File: config.mk
export PLATFORM = sky130hd
export DESIGN_NAME = onewire_bus_master_top_flat
export DESIGN_NICKNAME = d
export VERILOG_FILES = /design/src/design/owb_pkg.sv /design/src/design/owb_stream_if.sv /design/src/design/owb_core.sv /design/src/design/onewire_bus_master_top.sv /design/src/flat_wrapper.sv
export SDC_FILE = /design/constraint.sdc
export NUM_CORES = 1
export LEC_CHECK = 0
export ABC_AREA = 1
export ABC_CLOCK_PERIOD_IN_PS = 8000
export BUFFER_PORTS_ARGS = -buffer_cell sky130_fd_sc_hd__buf_2
export CORE_MARGIN = 10
export CORE_UTILIZATION = 60
export CTS_CLUSTER_SIZE = 16
export DETAILED_ROUTE_END_ITERATION = 10
export PLACE_DENSITY = 0.85
export SETUP_SLACK_MARGIN = 0.02
export SLEW_MARGIN = 20
export SYNTH_ARGS = -nofsm -noshare
export SYNTH_HDL_FRONTEND = slang
export SYNTH_HIERARCHICAL = 1
export SYNTH_SLANG_ARGS = --single-unit
File: constraint.sdc
create_clock -name i_clk -period 8 [get_ports i_clk]
set_input_delay 0 -clock i_clk [delete_from_list [all_inputs] [get_ports i_clk]]
set_output_delay 0 -clock i_clk [all_outputs]
set_load 0.02 [all_outputs]
File: src/design/owb_pkg.sv
// Shared types, codes and reset values for the 1-Wire bus master.
`default_nettype none

package owb_pkg;

    localparam int BITS_PER_TRANSFER_DEF = 8;

    localparam int CFG_W     = 16;
    localparam int CFG_IDX_W = 3;

    // operation codes carried in the op field
    localparam logic [1:0] OP_TICK  = 2'd0;
    localparam logic [1:0] OP_RESET = 2'd1;
    localparam logic [1:0] OP_WRITE = 2'd2;
    localparam logic [1:0] OP_READ  = 2'd3;

    // configuration register indexes
    localparam logic [CFG_IDX_W-1:0] REG_RESET_LOW    = 3'd0;
    localparam logic [CFG_IDX_W-1:0] REG_PRESENCE_WAIT = 3'd1;
    localparam logic [CFG_IDX_W-1:0] REG_RESET_REC    = 3'd2;
    localparam logic [CFG_IDX_W-1:0] REG_SHORT_PHASE  = 3'd3;
    localparam logic [CFG_IDX_W-1:0] REG_LONG_PHASE   = 3'd4;
    localparam logic [CFG_IDX_W-1:0] REG_READ_LOW     = 3'd5;
    localparam logic [CFG_IDX_W-1:0] REG_READ_SAMPLE  = 3'd6;
    localparam logic [CFG_IDX_W-1:0] REG_READ_REC     = 3'd7;

    // register reset values
    localparam logic [CFG_W-1:0] RESET_LOW_DEF     = 16'd600;
    localparam logic [CFG_W-1:0] PRESENCE_WAIT_DEF = 16'd100;
    localparam logic [CFG_W-1:0] RESET_REC_DEF     = 16'd500;
    localparam logic [CFG_W-1:0] SHORT_PHASE_DEF   = 16'd3;
    localparam logic [CFG_W-1:0] LONG_PHASE_DEF    = 16'd90;
    localparam logic [CFG_W-1:0] READ_LOW_DEF      = 16'd2;
    localparam logic [CFG_W-1:0] READ_SAMPLE_DEF   = 16'd10;
    localparam logic [CFG_W-1:0] READ_REC_DEF      = 16'd58;

    typedef enum logic [3:0] {
        PH_IDLE     = 4'd0,
        PH_RST_LOW  = 4'd1,
        PH_RST_WAIT = 4'd2,
        PH_RST_REC  = 4'd3,
        PH_W_FIRST  = 4'd4,
        PH_W_SECOND = 4'd5,
        PH_R_LOW    = 4'd6,
        PH_R_WAIT   = 4'd7,
        PH_R_REC    = 4'd8
    } t_phase;

    typedef struct packed {
        logic [CFG_W-1:0] reset_low_ticks;
        logic [CFG_W-1:0] presence_wait_ticks;
        logic [CFG_W-1:0] reset_recovery_ticks;
        logic [CFG_W-1:0] short_phase_ticks;
        logic [CFG_W-1:0] long_phase_ticks;
        logic [CFG_W-1:0] read_low_ticks;
        logic [CFG_W-1:0] read_sample_ticks;
        logic [CFG_W-1:0] read_recovery_ticks;
    } t_cfg;

    typedef struct packed {
        logic [1:0] op;
        logic [7:0] tx_byte;
        logic       line_in;
    } t_item;

    typedef struct packed {
        logic       drive_low;
        logic       busy_res;
        logic       done_res;
        logic       presence;
        logic [7:0] rx_byte;
        logic       rejected;
    } t_result;

endpackage

`default_nettype wire

File: src/design/owb_stream_if.sv
// Valid/ready stream channel carrying one payload struct per transfer.
`default_nettype none

interface owb_stream_if #(
    parameter type T = logic
);
    logic valid;
    logic ready;
    T     data;

    modport source (output valid, output data, input ready);
    modport sink   (input valid, input data, output ready);
endinterface

`default_nettype wire

File: src/design/owb_core.sv
// Bus sequencer: phase state, slot counter, shift register and config registers.
`default_nettype none

module owb_core #(
    parameter int BITS_PER_TRANSFER = owb_pkg::BITS_PER_TRANSFER_DEF
) (
    input  wire                              i_clk,
    input  wire                              i_rst_n,
    input  wire                              i_cfg_we,
    input  wire [owb_pkg::CFG_IDX_W-1:0]     i_cfg_idx,
    input  wire [owb_pkg::CFG_W-1:0]         i_cfg_data,
    input  wire                              i_step,
    input  wire owb_pkg::t_item              i_item,
    output owb_pkg::t_result                 o_res
);

    localparam logic [2:0] LAST_IDX = 3'(BITS_PER_TRANSFER - 1);

    owb_pkg::t_cfg   r_cfg;
    owb_pkg::t_phase r_phase, n_phase;
    logic [owb_pkg::CFG_W-1:0] r_cnt, n_cnt, cnt_dec, raw_len;
    logic [2:0] r_bit, n_bit;
    logic [7:0] r_shift, n_shift, r_last_rx, n_last_rx;
    logic r_presence, n_presence;
    logic is_tick, busy, expire, start, last_bit, done, rejected, load;

    assign is_tick  = (i_item.op == owb_pkg::OP_TICK);
    assign busy     = (r_phase != owb_pkg::PH_IDLE);
    assign cnt_dec  = (r_cnt != '0) ? r_cnt - 16'd1 : r_cnt;
    assign expire   = is_tick && busy && (cnt_dec == '0);
    assign start    = !is_tick && !busy;
    assign rejected = !is_tick && busy;
    assign last_bit = (r_bit >= LAST_IDX);
    assign load     = start || expire;

    // next phase
    always_comb begin
        n_phase = r_phase;
        done    = 1'b0;
        if (start) begin
            case (i_item.op)
                owb_pkg::OP_RESET: n_phase = owb_pkg::PH_RST_LOW;
                owb_pkg::OP_WRITE: n_phase = owb_pkg::PH_W_FIRST;
                default:           n_phase = owb_pkg::PH_R_LOW;
            endcase
        end else if (expire) begin
            case (r_phase)
                owb_pkg::PH_RST_LOW:  n_phase = owb_pkg::PH_RST_WAIT;
                owb_pkg::PH_RST_WAIT: n_phase = owb_pkg::PH_RST_REC;
                owb_pkg::PH_W_FIRST:  n_phase = owb_pkg::PH_W_SECOND;
                owb_pkg::PH_W_SECOND: begin
                    n_phase = last_bit ? owb_pkg::PH_IDLE : owb_pkg::PH_W_FIRST;
                    done    = last_bit;
                end
                owb_pkg::PH_R_LOW:    n_phase = owb_pkg::PH_R_WAIT;
                owb_pkg::PH_R_WAIT:   n_phase = owb_pkg::PH_R_REC;
                owb_pkg::PH_R_REC: begin
                    n_phase = last_bit ? owb_pkg::PH_IDLE : owb_pkg::PH_R_LOW;
                    done    = last_bit;
                end
                default: begin
                    // reset recovery ends the reset operation
                    n_phase = owb_pkg::PH_IDLE;
                    done    = 1'b1;
                end
            endcase
        end
    end

    // datapath next values
    always_comb begin
        n_bit      = r_bit;
        n_shift    = r_shift;
        n_presence = r_presence;
        n_last_rx  = r_last_rx;
        if (start) begin
            n_bit = '0;
            if (i_item.op == owb_pkg::OP_WRITE) begin
                n_shift = i_item.tx_byte;
            end else if (i_item.op == owb_pkg::OP_READ) begin
                n_shift = '0;
            end
        end else if (expire) begin
            case (r_phase)
                owb_pkg::PH_RST_WAIT: n_presence = !i_item.line_in;
                owb_pkg::PH_R_WAIT: begin
                    if (i_item.line_in) begin
                        n_shift[r_bit] = 1'b1;
                    end
                end
                owb_pkg::PH_W_SECOND: begin
                    if (!last_bit) begin
                        n_bit = r_bit + 3'd1;
                    end
                end
                owb_pkg::PH_R_REC: begin
                    if (last_bit) begin
                        n_last_rx = r_shift;
                    end else begin
                        n_bit = r_bit + 3'd1;
                    end
                end
                default: n_bit = r_bit;
            endcase
        end
    end

    // length of the phase being entered; write slots pick by the bit about to go out
    always_comb begin
        case (n_phase)
            owb_pkg::PH_RST_LOW:  raw_len = r_cfg.reset_low_ticks;
            owb_pkg::PH_RST_WAIT: raw_len = r_cfg.presence_wait_ticks;
            owb_pkg::PH_RST_REC:  raw_len = r_cfg.reset_recovery_ticks;
            owb_pkg::PH_W_FIRST:  raw_len = n_shift[n_bit] ? r_cfg.short_phase_ticks
                                                           : r_cfg.long_phase_ticks;
            owb_pkg::PH_W_SECOND: raw_len = n_shift[n_bit] ? r_cfg.long_phase_ticks
                                                           : r_cfg.short_phase_ticks;
            owb_pkg::PH_R_LOW:    raw_len = r_cfg.read_low_ticks;
            owb_pkg::PH_R_WAIT:   raw_len = r_cfg.read_sample_ticks;
            owb_pkg::PH_R_REC:    raw_len = r_cfg.read_recovery_ticks;
            default:              raw_len = '0;
        endcase
        if (load) begin
            if (n_phase != owb_pkg::PH_IDLE && raw_len == '0) begin
                n_cnt = 16'd1;
            end else begin
                n_cnt = raw_len;
            end
        end else if (is_tick && busy) begin
            n_cnt = cnt_dec;
        end else begin
            n_cnt = r_cnt;
        end
    end

    // result of this item
    always_comb begin
        o_res.drive_low = (n_phase == owb_pkg::PH_RST_LOW) ||
                          (n_phase == owb_pkg::PH_W_FIRST) ||
                          (n_phase == owb_pkg::PH_R_LOW);
        o_res.busy_res  = (n_phase != owb_pkg::PH_IDLE);
        o_res.done_res  = done;
        o_res.presence  = n_presence;
        o_res.rx_byte   = n_last_rx;
        o_res.rejected  = rejected;
    end

    always_ff @(posedge i_clk) begin
        if (!i_rst_n) begin
            r_phase    <= owb_pkg::PH_IDLE;
            r_cnt      <= '0;
            r_bit      <= '0;
            r_shift    <= '0;
            r_presence <= 1'b0;
            r_last_rx  <= '0;
        end else if (i_step) begin
            r_phase    <= n_phase;
            r_cnt      <= n_cnt;
            r_bit      <= n_bit;
            r_shift    <= n_shift;
            r_presence <= n_presence;
            r_last_rx  <= n_last_rx;
        end
    end

    always_ff @(posedge i_clk) begin
        if (!i_rst_n) begin
            r_cfg.reset_low_ticks      <= owb_pkg::RESET_LOW_DEF;
            r_cfg.presence_wait_ticks  <= owb_pkg::PRESENCE_WAIT_DEF;
            r_cfg.reset_recovery_ticks <= owb_pkg::RESET_REC_DEF;
            r_cfg.short_phase_ticks    <= owb_pkg::SHORT_PHASE_DEF;
            r_cfg.long_phase_ticks     <= owb_pkg::LONG_PHASE_DEF;
            r_cfg.read_low_ticks       <= owb_pkg::READ_LOW_DEF;
            r_cfg.read_sample_ticks    <= owb_pkg::READ_SAMPLE_DEF;
            r_cfg.read_recovery_ticks  <= owb_pkg::READ_REC_DEF;
        end else if (i_cfg_we) begin
            case (i_cfg_idx)
                owb_pkg::REG_RESET_LOW:     r_cfg.reset_low_ticks      <= i_cfg_data;
                owb_pkg::REG_PRESENCE_WAIT: r_cfg.presence_wait_ticks  <= i_cfg_data;
                owb_pkg::REG_RESET_REC:     r_cfg.reset_recovery_ticks <= i_cfg_data;
                owb_pkg::REG_SHORT_PHASE:   r_cfg.short_phase_ticks    <= i_cfg_data;
                owb_pkg::REG_LONG_PHASE:    r_cfg.long_phase_ticks     <= i_cfg_data;
                owb_pkg::REG_READ_LOW:      r_cfg.read_low_ticks       <= i_cfg_data;
                owb_pkg::REG_READ_SAMPLE:   r_cfg.read_sample_ticks    <= i_cfg_data;
                owb_pkg::REG_READ_REC:      r_cfg.read_recovery_ticks  <= i_cfg_data;
                default:                    r_cfg.reset_low_ticks      <= r_cfg.reset_low_ticks;
            endcase
        end
    end

endmodule

`default_nettype wire

File: src/design/onewire_bus_master_top.sv
// 1-Wire bus master: input register, bus sequencer and result register.
//
// Each input transfer is one microsecond tick or a start command (bus reset,
// byte write, byte read); each one yields exactly one result transfer with the
// line drive, busy/done flags, presence, last read byte and a reject flag for a
// start that arrives while an operation runs. Throughput is one item per clock
// while the result side accepts: an item waits in the input register until the
// output register can take its result; the sequencer updates its phase, slot
// counter and shift register at the same edge as that result is captured, and
// result valid rises once it is in the output register. Slot lengths come from
// eight 16-bit registers written through the config port; they are to be
// written only while the block is idle, which the block itself does not enforce.
`default_nettype none

module onewire_bus_master_top #(
    parameter int BITS_PER_TRANSFER = owb_pkg::BITS_PER_TRANSFER_DEF
) (
    input  wire                          i_clk,
    input  wire                          i_rst_n,
    input  wire                          i_cfg_we,
    input  wire [owb_pkg::CFG_IDX_W-1:0] i_cfg_idx,
    input  wire [owb_pkg::CFG_W-1:0]     i_cfg_data,
    owb_stream_if.sink                   i_item,
    owb_stream_if.source                 o_result
);

    logic             r_in_valid;
    owb_pkg::t_item   r_in_item;
    logic             r_out_valid;
    owb_pkg::t_result r_out_res;
    owb_pkg::t_result core_res;
    logic             advance;

    assign advance      = r_in_valid && (!r_out_valid || o_result.ready);
    assign i_item.ready = !r_in_valid || advance;

    assign o_result.valid = r_out_valid;
    assign o_result.data  = r_out_res;

    owb_core #(
        .BITS_PER_TRANSFER (BITS_PER_TRANSFER)
    ) u_core (
        .i_clk      (i_clk),
        .i_rst_n    (i_rst_n),
        .i_cfg_we   (i_cfg_we),
        .i_cfg_idx  (i_cfg_idx),
        .i_cfg_data (i_cfg_data),
        .i_step     (advance),
        .i_item     (r_in_item),
        .o_res      (core_res)
    );

    always_ff @(posedge i_clk) begin
        if (!i_rst_n) begin
            r_in_valid  <= 1'b0;
            r_out_valid <= 1'b0;
        end else begin
            if (i_item.ready) begin
                r_in_valid <= i_item.valid;
            end
            if (advance) begin
                r_out_valid <= 1'b1;
            end else if (o_result.ready) begin
                r_out_valid <= 1'b0;
            end
        end
    end

    always_ff @(posedge i_clk) begin
        if (i_item.valid && i_item.ready) begin
            r_in_item <= i_item.data;
        end
        if (advance) begin
            r_out_res <= core_res;
        end
    end

endmodule

`default_nettype wire

File: src/flat_wrapper.sv
// flat-port wrapper written by rule: the top's interface ports become plain ports
module onewire_bus_master_top_flat import owb_pkg::*;
#(
    parameter int BITS_PER_TRANSFER = owb_pkg::BITS_PER_TRANSFER_DEF
)
  (i_clk, i_rst_n, i_cfg_we, i_cfg_idx, i_cfg_data, i_item_valid, i_item_data, i_item_ready, o_result_valid, o_result_data, o_result_ready);
  owb_stream_if #(.T(t_item)) i_item_i ();
  owb_stream_if #(.T(t_result)) o_result_i ();
  input  wire i_clk;
  input  wire i_rst_n;
  input  wire i_cfg_we;
  input  wire [owb_pkg::CFG_IDX_W-1:0] i_cfg_idx;
  input  wire [owb_pkg::CFG_W-1:0] i_cfg_data;
  input wire logic [$bits(i_item_i.valid)-1:0] i_item_valid;
  input wire logic [$bits(i_item_i.data)-1:0] i_item_data;
  output wire logic [$bits(i_item_i.ready)-1:0] i_item_ready;
  output wire logic [$bits(o_result_i.valid)-1:0] o_result_valid;
  output wire logic [$bits(o_result_i.data)-1:0] o_result_data;
  input wire logic [$bits(o_result_i.ready)-1:0] o_result_ready;
  assign i_item_i.valid = i_item_valid;
  assign i_item_i.data = i_item_data;
  assign i_item_ready = i_item_i.ready;
  assign o_result_valid = o_result_i.valid;
  assign o_result_data = o_result_i.data;
  assign o_result_i.ready = o_result_ready;
  onewire_bus_master_top #(.BITS_PER_TRANSFER(BITS_PER_TRANSFER)) u_core (.i_clk(i_clk), .i_rst_n(i_rst_n), .i_cfg_we(i_cfg_we), .i_cfg_idx(i_cfg_idx), .i_cfg_data(i_cfg_data), .i_item(i_item_i), .o_result(o_result_i));
endmodule
# Yosys cells after proc, flatten, opt, wreduce, memory -nomap -nowiden
# Index checks and enable logic that the tools add are counted.
[op_classes] add_sub_neg=2 n_lt_le_gt_ge=4 n_eq_ne=25 muxes=37 bitwise_logic=2 reduce_logical=39
[op_table] cell="16-bit case mux with 8 select lines" count=1
[op_table] cell="16-bit 2-to-1 mux" count=6
[op_table] cell="8-bit 2-to-1 mux" count=10
[op_table] cell="4-bit by 3-bit == test with 1-bit output (second input constant)" count=8
[op_table] cell="16-bit logical NOT" count=2
[op_table] cell="4-bit case mux with 7 select lines" count=1
[op_table] cell="3-bit 2-to-1 mux" count=6
[op_table] cell="2-bit AND reduction" count=9
[op_table] cell="16-bit nonzero test" count=1
[op_table] cell="16-bit by 1-bit subtractor with 16-bit output (second input constant)" count=1
[op_table] cell="3-bit == test (second input constant)" count=4
[op_table] cell="4-bit by 2-bit == test with 1-bit output (second input constant)" count=3
[op_table] cell="4-bit by 1-bit == test with 1-bit output (second input constant)" count=2
[op_table] cell="4-bit == test (second input constant)" count=2
[op_table] cell="1-bit logical AND" count=8
[op_table] cell="3-bit by 4-bit < comparator with 1-bit output (second input constant)" count=2
[op_table] cell="4-bit 2-to-1 mux" count=2
[op_table] cell="8-bit bitwise OR" count=1
[op_table] cell="4-bit nonzero test" count=2
[op_table] cell="1-bit 2-to-1 mux" count=7
[op_table] cell="3-bit by 2-bit == test with 1-bit output (second input constant)" count=2
[op_table] cell="3-bit case mux with 2 select lines" count=1
[op_table] cell="1-bit logical NOT" count=5
[op_table] cell="1-bit logical OR" count=5
[op_table] cell="15 further kinds" count=18
[word_totals] regBits=194 in_bits=35 out_inout_bits=15 word_cells=134

# Depth between registers and ports, before layout
[logic_depth] ltp_word=17 mapped_depth=30 ltp_nobuf=30

# Modules after synthesis
# Netlist, hierarchy kept.
[modules_own_cells] module="owb_core" n_inst=1 cells_per_inst=1432 area_per_inst_um2=9168.8 seq_area_each_um2=3363.2
[modules_own_cells] module="onewire_bus_master_top" n_inst=1 cells_per_inst=37 area_per_inst_um2=815.8 seq_area_each_um2=760.7

# Worst setup path after synthesis
# No wires, ideal clock.
[synth_timing] path_type="reg-to-reg" from="register u_core/u_core/r_cnt[0] (netlist bit)" to="register u_core/u_core/r_cnt[0] (netlist bit)" setup_ns=0.131 arrival_time_ns=2.962 required_ns=7.869 path_slack_ns=4.908 stages_incl_launch_ff=28 n_path_buf=2 synth_period_minus_slack_ns=3.092 cell_sequence="dfxtp_1 > inv_2 > ha_1 > nand2_4 > nor2_4 > nand2_4 > buf_6 > o21ai_1 > nand2_1 > nor2_2 > nand4_4 > inv_2 > o21ai_0 > nand3_1 > nand2_1 > nor2_1 > buf_4 > nand2_1 > nand4_1 > nor2_1 > nand3_1 > nor2_1 > nand2_1 > nor2_1 > nand3_1 > nand2_1 > nand2_1 > a21oi_2"
[synth_via] elab_chain_len=14 elab_cells_between_ends=33 cone_classes="add/sub: 1; eq/ne: 8; mux: 15; reduce/logical: 9"
[synth_rtl] element="start, declared" line="owb_core.sv:21" source="logic [owb_pkg::CFG_W-1:0] r_cnt, n_cnt, cnt_dec, raw_len;"
[synth_rtl] element="start signal, assigned" line="owb_core.sv:158" source="r_cnt <= n_cnt;"
[synth_rtl] element="16-bit by 1-bit subtractor with 16-bit output or 16-bit nonzero test (tied branches)" line="owb_core.sv:29" source="assign cnt_dec = (r_cnt != '0) ? r_cnt - 16'd1 : r_cnt;"
[synth_rtl] element="16-bit 2-to-1 mux (*)" line="owb_core.sv:29"
[synth_rtl] element="16-bit logical NOT" line="owb_core.sv:30" source="assign expire = is_tick && busy && (cnt_dec == '0);"
[synth_rtl] element="1-bit logical AND" line="owb_core.sv:30"
[synth_rtl] element="8-bit 2-to-1 mux or 3-bit 2-to-1 mux (tied branches)" line="owb_core.sv:83" source="end else if (expire) begin"
[synth_rtl] element="8-bit 2-to-1 mux or 3-bit 2-to-1 mux (tied branches)" line="owb_core.sv:76" source="if (start) begin"
[synth_rtl] element="1-bit binary-select mux with 3-bit select" line="owb_core.sv:114, owb_core.sv:116"
[synth_rtl] element="1-bit 2-to-1 mux (implied by the code)" line="owb_core.sv:114, owb_core.sv:116"
[synth_rtl] element="16-bit 2-to-1 mux (on tied branches)" line="owb_core.sv:116, owb_core.sv:114"
[synth_rtl] element="16-bit case mux with 8 select lines" line="owb_core.sv:110" source="case (n_phase)"
[synth_rtl] element="16-bit logical NOT" line="owb_core.sv:124" source="if (n_phase != owb_pkg::PH_IDLE && raw_len == '0) begin"
[synth_rtl] element="1-bit logical AND" line="owb_core.sv:124"
[synth_rtl] element="16-bit 2-to-1 mux" line="owb_core.sv:124"
[synth_rtl] element="16-bit 2-to-1 mux" line="owb_core.sv:123" source="if (load) begin"
# Every way passes the cells marked *; elsewhere a longest branch is shown, timed or not. The select of a mux whose other input is x is not followed.
# A chain may end at the register's enable or synchronous reset.

# Worst setup path in the final report
[layout_timing] from="register u_core/u_core/r_cnt[0] (netlist bit)" to="register u_core/u_core/r_cnt[2] (netlist bit)"
# The elaborated chain is that of the path after synthesis.

==> results.yml <==
outcome:
  outcome: "complete, no violations"
power:
  p_switching_uw: 831
  ir_drop_mv: 0.175
  power_frac_seq_pct: 42.7
  pwr-share-clk_pct: 35.0
  swShare_pct: 33.4
  p_per_area_nw_per_um2: 225
  leakagePower_nw: 5.14
  combPwrFrac_pct: 22.2
  intPower_mw: 1.66
final_layout:
  drive_gt1_share_pct: 9.24
  stdcell_count: 1725
  nFillCells: 1388
  final_area_sq_um: 11100
  fin_nets: 1534
  syn_to_final_growth_pct: 10.9
timing:
  slew_viol_final: 0
  finClkSkew_ns: 0.0145
  max_freq_ghz: 0.216
  final.hold.worst_slack_ns: 0.132
  relSlewSlack_pct: 22.3
  setup_violations: 0
  worstMarginPinSlew_ns: 1.16
  setup_tns_ns: 0
  grt_setup_unrepaired: "false"
  fin_crit_sh_pct: 57.9
  post-route-min-period_ns: 4.63
  final-hold-violation-count: 0
drt:
  routedWlPerCell_um: 16.0
  dr.first_iter.drc_count: 1176
  via_per_inst: 5.71
  drc: 0
  totalWireLength_um: 27600
  first_pass_iters: 8
  ant_nets: 0
  vias: 9856
synthesis:
  yosysUniqueCellTypes: 44
  synth_ff_type: "dfxtp_1"
  synth.most_common_cell: "nand2_1"
  synthTopCellsByArea: "dfxtp_1 (34%), nand2_1 (11%), nor2_1 (9.9%)"
  synthTopCellsByCount: "nand2_1 (294), nor2_1 (263), dfxtp_1 (170)"
  synth_top_area_share_pct: 34.1
  synth_nets: 1512
  syn_area_per_cell_sq_um: 6.80
  yosys_warnings: 6
  synth_edf_count: 24
  syn_inst: 1469
  ys_ff_latch: 194
  syn_area_sq_um: 9980
  ys_seq_area_share_pct: 41.3
  synth_area_leader_cell: "dfxtp_1"
  synthArstFlopShare_pct: 0
global_routing:
  antenna_found_initial: 1
  grt_use_total_pct: 24.8
  grt_max_degree: 114
  grt_pass1_wl_um: 45400
  grt_pass1_vias: 9034
  grt-ovfl-total: 0
cts:
  cts_buffers: 17
  cts_setup_buffers: 0
  clkLatencyLatePin_ns: 0.43
  root_buffer: "clkbuf_16"
  cts_max_path_buffers: 2
  clkSinkCount: 194
  cts-resized-gates: 0
  htree_levels: 4
  clk_pin_slew_ns: 0.08
  cts_tree: "done"
worst_hold_path:
  min_from: "i_cfg_idx[1]"
  hold_path_class: "primary input to flip-flop"
placed_design:
  dp_hpwl_um: 18400
  dp.cells: 1661
  place_area_sq_um: 10200
  placement.io_buffers: 49
  gp_congestion: 0.916
worst_setup_path:
  required_ns: 8.28
  critical_path_arrival_ns: 4.91
  endpoint_kind: "flip-flop"
  r2r_start: "u_core/u_core/r_cnt[0]"
  critPathLaunch: "u_core/u_core/r_cnt[0]"
  start_kind: "flip-flop"
  critPathMaxFanout: 26
  crit_type: "flip-flop to flip-flop"
floorplanning:
  die_area_sq_um: 22200
  die_y_um: 149
  start_util_pct: 60.6
  die_w_um: 149
  ioPinCount: 50
  coreArea_sq_um: 16500
  rows: 47
run:
  cap_violations: 0
cells by family after synthesis:
group	share of synthesized area (%)
buf+inv	9.55
compound gates	15.0
mux	0.100
simple gates	32.8
xor+xnor	0.263
flops	41.3
fa+ha+maj	1.00
per-stage QoR:
step                      power, mW  util, %  worst slack (ns)
after floorplan                1.50        -              4.91
after global placement         1.60     61.7              3.56
after detailed placement       1.61     61.7              3.47
after CTS                      2.48     67.2              3.49
after global routing           2.61     67.3              2.82
final                          2.49     67.3              3.37
worst max-delay path: stages, from the launching register on:
cell and delay [ns]:
dfxtp_1 0.42, inv_2 0.09, ha_1 0.28, nand2_4 0.14, nor2_4 0.06, nand2_4 0.22
o21ai_0 0.13, nand3_1 0.13, nor2_2 0.07, nand4_4 0.12, inv_2 0.06, nor2_1 0.85
inv_1 0.49, o21ai_0 0.59, inv_1 0.47, o21ai_0 0.30, a31oi_1 0.07
final cells by class:
type / count / area (sq um) / area share [%]
Multi-Input combinational cell: 1048 / 4930 / 44.5
Sequential cell: 194 / 4120 / 37.2
Timing Repair Buffer: 86 / 603 / 5.44
Inverter: 144 / 541 / 4.88
Clock buffer: 19 / 443 / 4.00
Tap cell: 220 / 275 / 2.49
Clock inverter: 13 / 160 / 1.45
Antenna cell: 1 / 2.50 / 0.0226
sequential cells by signal, indices dropped and copies added, names as in the netlist:
signal / flops
u_core/u_core/r_cfg: 128
u_core/u_core/r_cnt: 16
u_core/o_result.data: 13
u_core/r_in_item: 11
u_core/u_core/r_last_rx: 8
u_core/u_core/r_shift: 8
u_core/u_core/r_phase: 4
u_core/u_core/r_bit: 3
u_core/o_result.valid: 1
u_core/r_in_valid: 1
u_core/u_core/r_presence: 1
placed cells by master (no fill, tap or decap), drive strengths merged, types with 2 or more instances in the layout:
cell type	n
dlygate4sd3	31
o211ai	15
inv	148
o21ai	177
a22oi	8
or2	2
nor3	6
nand3	154
clkbuf	19
a211oi	2
edfxtp	24
o21a	4
nand4	7
nor2	277
xor2	3
ha	8
nand2	304
a21oi	54
dfxtp	170
buf	55
a31oi	13
nand3b	7
clkinv	8
power groups by stage:
stage	registers (mW)	clock network, mW	logic [mW]
6_report	1.06	0.871	0.553
5_1_grt	1.07	0.922	0.618
4_1_cts	1.06	0.882	0.539
3_5_place_dp	1.08	0	0.523
3_3_place_gp	1.08	0	0.516
2_1_floorplan	1.08	0	0.420
per-layer routing:
metal,wire [um],GRT usage (%),vias up
met4,819,10.1,0
li1,-,-,4798
met1,11500,32.6,4508
met2,12800,39.7,488
met3,2480,3.97,62
met5,0,0,-
final timing paths:
check,cells after the start,endpoint,slack (ns)
worst min register to register,2,u_core/u_core/r_cfg[0],0.45
worst min-delay path,6,u_core/u_core/r_cfg[118],0.13
worst max-delay path,16,u_core/u_core/r_cnt[2],3.37
worst max register to register,16,u_core/u_core/r_cnt[2],3.37
timing repair:
| item | CTS | global route |
|---|---|---|
| hold endpoints to repair | 134 | 0 |
| endpoints found under the setup margin | 0 | 0 |
| hold buffers | 31 | 0 |
(Power assumes the default switching activity.)
